`config.mk`:
```
export PLATFORM = sky130hd
export DESIGN_NAME = sint_point
export DESIGN_NICKNAME = d
export VERILOG_FILES = /design/src/design/sint_pkg.sv /design/src/design/sint_point.sv
export SDC_FILE = /design/constraint.sdc
export NUM_CORES = 2
export LEC_CHECK = 0
export CAP_MARGIN = 20
export CELL_PAD_IN_SITES_DETAIL_PLACEMENT = 1
export CELL_PAD_IN_SITES_GLOBAL_PLACEMENT = 1
export CORE_ASPECT_RATIO = 0.6
export CORE_MARGIN = 3
export CORE_UTILIZATION = 45
export CTS_BUF_LIST = sky130_fd_sc_hd__clkbuf_2 sky130_fd_sc_hd__clkbuf_4 sky130_fd_sc_hd__clkbuf_8
export DETAILED_ROUTE_END_ITERATION = 12
export DONT_BUFFER_PORTS = 1
export GPL_ROUTABILITY_DRIVEN = 0
export PLACE_DENSITY_LB_ADDON = 0.1
export SYNTH_ARGS = -nofsm -noshare
export SYNTH_HDL_FRONTEND = slang
export SYNTH_SLANG_ARGS = --single-unit
```
`constraint.sdc`:
```
create_clock -name clock -period 10.2 [get_ports clock]
set_input_delay 2.04 -clock clock [delete_from_list [all_inputs] [get_ports clock]]
set_output_delay 2.04 -clock clock [all_outputs]
set_load 0.01 [all_outputs]
```
`src/design/sint_pkg.sv`:
```
package sint_pkg;

   // Field widths
   localparam int COORD_BITS = 16;
   localparam int FRAC_BITS  = 16;

   // Derived arithmetic widths
   localparam int DIFF_W     = COORD_BITS + 1;           // endpoint differences
   localparam int PROD_W     = 2 * DIFF_W;               // difference products
   localparam int SUM_W      = PROD_W + 1;               // den, numA, numB
   localparam int MAG_W      = SUM_W - 1;                // magnitudes of those
   localparam int REM_W      = MAG_W + 1;                // divider partial remainder
   localparam int QUO_W      = FRAC_BITS + 1;            // param_a, Q1.FRAC
   localparam int DIV_STAGES = QUO_W;                    // one quotient bit per stage
   localparam int CROSS_W    = COORD_BITS + FRAC_BITS;   // cross_x, cross_y
   localparam int SCALE_W    = DIFF_W + QUO_W + 1;       // d * t products

   // Stream widths
   localparam int IN_FIELDS     = 8;
   localparam int REQ_DATA_W    = ((IN_FIELDS * COORD_BITS + 7) / 8) * 8;
   localparam int RSP_PAYLOAD_W = QUO_W + 2 * CROSS_W;
   localparam int RSP_DATA_W    = ((RSP_PAYLOAD_W + 7) / 8) * 8;

   // Segment A data carried alongside the division
   typedef struct packed {
      logic                         valid;
      logic                         hit;
      logic signed [COORD_BITS-1:0] sxa;
      logic signed [COORD_BITS-1:0] sya;
      logic signed [DIFF_W-1:0]     dxa;
      logic signed [DIFF_W-1:0]     dya;
   } sint_carry_type;

   // Front end to divider
   typedef struct packed {
      sint_carry_type     carry;
      logic [MAG_W-1:0]   num_mag;
      logic [MAG_W-1:0]   den_mag;
   } sint_work_type;

   // Divider to point stage
   typedef struct packed {
      sint_carry_type     carry;
      logic [QUO_W-1:0]   quo;
   } sint_param_type;

   // Point stage to output register
   typedef struct packed {
      logic               valid;
      logic               hit;
      logic [QUO_W-1:0]   param;
      logic [CROSS_W-1:0] cross_x;
      logic [CROSS_W-1:0] cross_y;
   } sint_result_type;

endpackage

```
`src/design/sint_point.sv`:
```
module sint_point (
   input  logic                      clock,
   input  logic                      reset,
   input  logic                      en,
   input  sint_pkg::sint_param_type  param_in,
   output sint_pkg::sint_result_type result_out
);
   import sint_pkg::*;

   // Stage 1: scale the direction by t
   logic                         p1_valid_ff, p1_hit_ff;
   logic signed [COORD_BITS-1:0] p1_sxa_ff, p1_sya_ff;
   logic [QUO_W-1:0]             p1_quo_ff;
   logic signed [SCALE_W-1:0]    p1_px_ff, p1_py_ff;
   logic signed [QUO_W:0]        quo_s;

   assign quo_s = {1'b0, param_in.quo};

   always_ff @(posedge clock) begin
      if (reset) begin
         p1_valid_ff <= 1'b0;
      end else if (en) begin
         p1_valid_ff <= param_in.carry.valid;
      end
   end

   always_ff @(posedge clock) begin
      if (en) begin
         p1_hit_ff <= param_in.carry.hit;
         p1_sxa_ff <= param_in.carry.sxa;
         p1_sya_ff <= param_in.carry.sya;
         p1_quo_ff <= param_in.quo;
         p1_px_ff  <= SCALE_W'(param_in.carry.dxa) * SCALE_W'(quo_s);
         p1_py_ff  <= SCALE_W'(param_in.carry.dya) * SCALE_W'(quo_s);
      end
   end

   // Stage 2: add the start point, zero the fields on a miss
   logic signed [SCALE_W-1:0] sum_x, sum_y;
   sint_result_type           res_in, res_ff;

   always_comb begin
      sum_x = (SCALE_W'(p1_sxa_ff) <<< FRAC_BITS) + p1_px_ff;
      sum_y = (SCALE_W'(p1_sya_ff) <<< FRAC_BITS) + p1_py_ff;
      res_in.valid   = p1_valid_ff;
      res_in.hit     = p1_hit_ff;
      res_in.param   = p1_hit_ff ? p1_quo_ff : '0;
      res_in.cross_x = p1_hit_ff ? sum_x[CROSS_W-1:0] : '0;
      res_in.cross_y = p1_hit_ff ? sum_y[CROSS_W-1:0] : '0;
   end

   always_ff @(posedge clock) begin
      if (reset) begin
         res_ff.valid <= 1'b0;
      end else if (en) begin
         res_ff <= res_in;
      end
   end

   assign result_out = res_ff;

endmodule

```
==> flow_summary.toml <==
[clock_tree]
clockRootBuffer = "clkbuf_8"
clock_tree.buffer_depth = 2
numCtsBuffers = 17
clkSinkCount = 198
cts_resized = 0
post_cts_buffers = 0
clk_pin_slew_ns = 0.11
tritoncts = "built"
ctsHoldBuffers = 0
cts_htree_levels = 4
clk_latency_ns = 0.56

[logic_synthesis]
yosys.area.top_type_share_pct = 33.5
syn_inst = 2695
yosysSeqAreaShare_pct = 22.0
ys_top_cells_by_count = "inv_1, fa_1, and2_1"
async_flop_share_pct = 0
syn-cell-area_mm2 = 0.0269
ys_warn_count = 0
synthTopCellsByArea = "fa_1, edfxtp_1, ha_1"
yosys.area.top_type = "fa_1"
synth_flop_cell = "edfxtp_1"
yosysMostFrequentCell = "inv_1"
synth-seq-cells = 198
synth_fp_nets = 3483
ys_types = 59
avgSynthCellArea_um2 = 9.99
synth_edf_count = 196

[layout]
layout.cells.non_filler = 3403
area_growth_pct = 3.78
final_area_mm2 = 0.0279
nets = 3407
drive_gt1_share_pct = 1.86

[setup_path]
crit_arrival_ns = 7.85
worstPathRequired_ns = 10.51
worstSetupPathType = "in2reg"
reg2regPathDepth = 8
critical_path.startpoint_type = "input pin"
cp_max_fo = 35
reg2reg_slack_ns = 6.87
worst_setup_path_end_kind = "flop"

[placement]
io_buffer_count = 0
place_area_mm2 = 0.0276
place_ws_ns = 2.11
dp_cells = 3370
hpwl_um = 52500

[floorplan]
dieArea_mm2 = 0.0629
rows = 68
die_y_um = 195
core_area_mm2 = 0.0584
start_util_pct = 46.1
pin_count = 171
die_w_um = 322

[detailed_routing]
wire_per_inst_um = 19.8
drt_iter0_drc = 828
wl_um = 67400
ant_nets = 0
drc = 0
vias_per_cell = 5.23
first_pass_iters = 5
num_vias = 17814

[flow_run]
cap_viol_max_count = 0

[sta]
rsz0062_at_grt = "false"
period_needed_ns = 7.54
fin_ws_ns = 2.66
min_period_over_period_pct = 73.9
maxSlewViolCount = 0
worst_pin_slew_ns = 0.859
fmax_mhz = 133
slew_headroom_pct = 42.8
setup_viol = 0
finalSetupTns_ns = 0
finalHoldViolCount = 0
fin_skew_ns = 0.0143

[status]
status = "finished, final reports clean"

[global_route]
grtUsageTotal_pct = 22.6
antenna_found_initial = 1
grt_remaining_overflow = 0
grt_pass1_wl_um = 112000
grt_pass1_vias = 20220
grt_start_max_net_pins = 118

[min_path]
hold_depth = 2
hp-class = "reg2reg"
[worst max-delay path, cell delays in order]
cell and delay [ns]:
and2_1 0.16, fa_1 0.54, inv_1 0.05, fa_1 0.42
fa_1 0.56, inv_1 0.06, fa_1 0.50, fa_1 0.49
inv_1 0.05, fa_1 0.47, inv_1 0.04, ha_1 0.33
o21a_1 0.23, o21a_1 0.18, and3_1 0.22, a221oi_2 0.47
o31ai_1 0.31, a211oi_1 0.41, o21ai_1 0.13, xor2_1 0.15
[flip-flops by register name (all words and copies together), names as in the netlist]
name	count
p1_px_ff	32
result_out	83
p1_quo_ff	17
p1_sya_ff	16
p1_hit_ff	1
p1_valid_ff	1
p1_py_ff	32
p1_sxa_ff	16
[worst paths after layout]
check,from,end
worst max-delay path,param_in[7],p1_py_ff[30]
worst min-delay path,p1_valid_ff,p1_valid_ff
worst max register to register,p1_sxa_ff[1],result_out[63]
worst min register to register,p1_valid_ff,p1_valid_ff
[per-stage QoR]
step | hold slack, ns | util [%]
after global routing | 0.547 | 47.9
after global placement | 0.472 | 47.2
after detailed placement | 0.513 | 47.2
after CTS | 0.537 | 47.9
final | 0.533 | 47.9
after floorplan | 0.424 | -
[cells in the final DEF (no fill, tap or decap), types with 5 or more instances in the layout]
master / synthesis / layout
clkbuf_8: 0 / 20
nor2_1: 76 / 76
inv_1: 574 / 574
fa_1: 450 / 450
xor2_1: 15 / 15
xnor2_1: 57 / 57
clkinvlp_4: 0 / 5
ha_1: 250 / 250
nand2b_1: 27 / 27
nor2b_1: 9 / 8
o21a_1: 14 / 14
mux2i_1: 6 / 6
nor3_1: 17 / 17
or3_1: 5 / 5
edfxtp_1: 196 / 196
a21oi_1: 59 / 59
and3_1: 11 / 11
and2_1: 357 / 357
o21bai_1: 9 / 9
clkbuf_4: 0 / 5
o211ai_1: 6 / 6
nand2_1: 298 / 298
o21ai_0: 40 / 40
a31oi_1: 8 / 8
a211oi_1: 12 / 12
a21o_1: 16 / 16
nand3_1: 19 / 19
[layout make-up]
| cell class | count | area, um2 |
|---|---|---|
| Clock inverter | 7 | 76.3 |
| Sequential cell | 198 | 5930 |
| Clock buffer | 25 | 313 |
| Inverter | 576 | 2160 |
| Antenna cell | 1 | 2.50 |
| Tap cell | 770 | 963 |
| Fill cell | 6492 | 30400 |
| Multi-Input combinational cell | 1823 | 18500 |
| Timing Repair Buffer | 3 | 22.5 |
[routing by layer]
metal  GRT usage (%)  vias up  part of all wire (%)
li1                -     8116                     -
met1            33.0     9319                    48
met2            35.7      352                    45
met3            4.13       27                   5.5
met4            3.66        0                  0.80
met5               0        -                     0
[kinds of logic after synthesis]
group	Yosys count	share of synthesized area, %
buf+inv	674	9.39
xor+xnor	72	2.34
flops	198	22.0
simple gates	840	15.9
fa+ha+maj	700	45.1
compound gates	204	5.01
mux	7	0.265
Power is not shown: default switching activity piles up to over one toggle a cycle in this logic, so the estimate is an artifact.
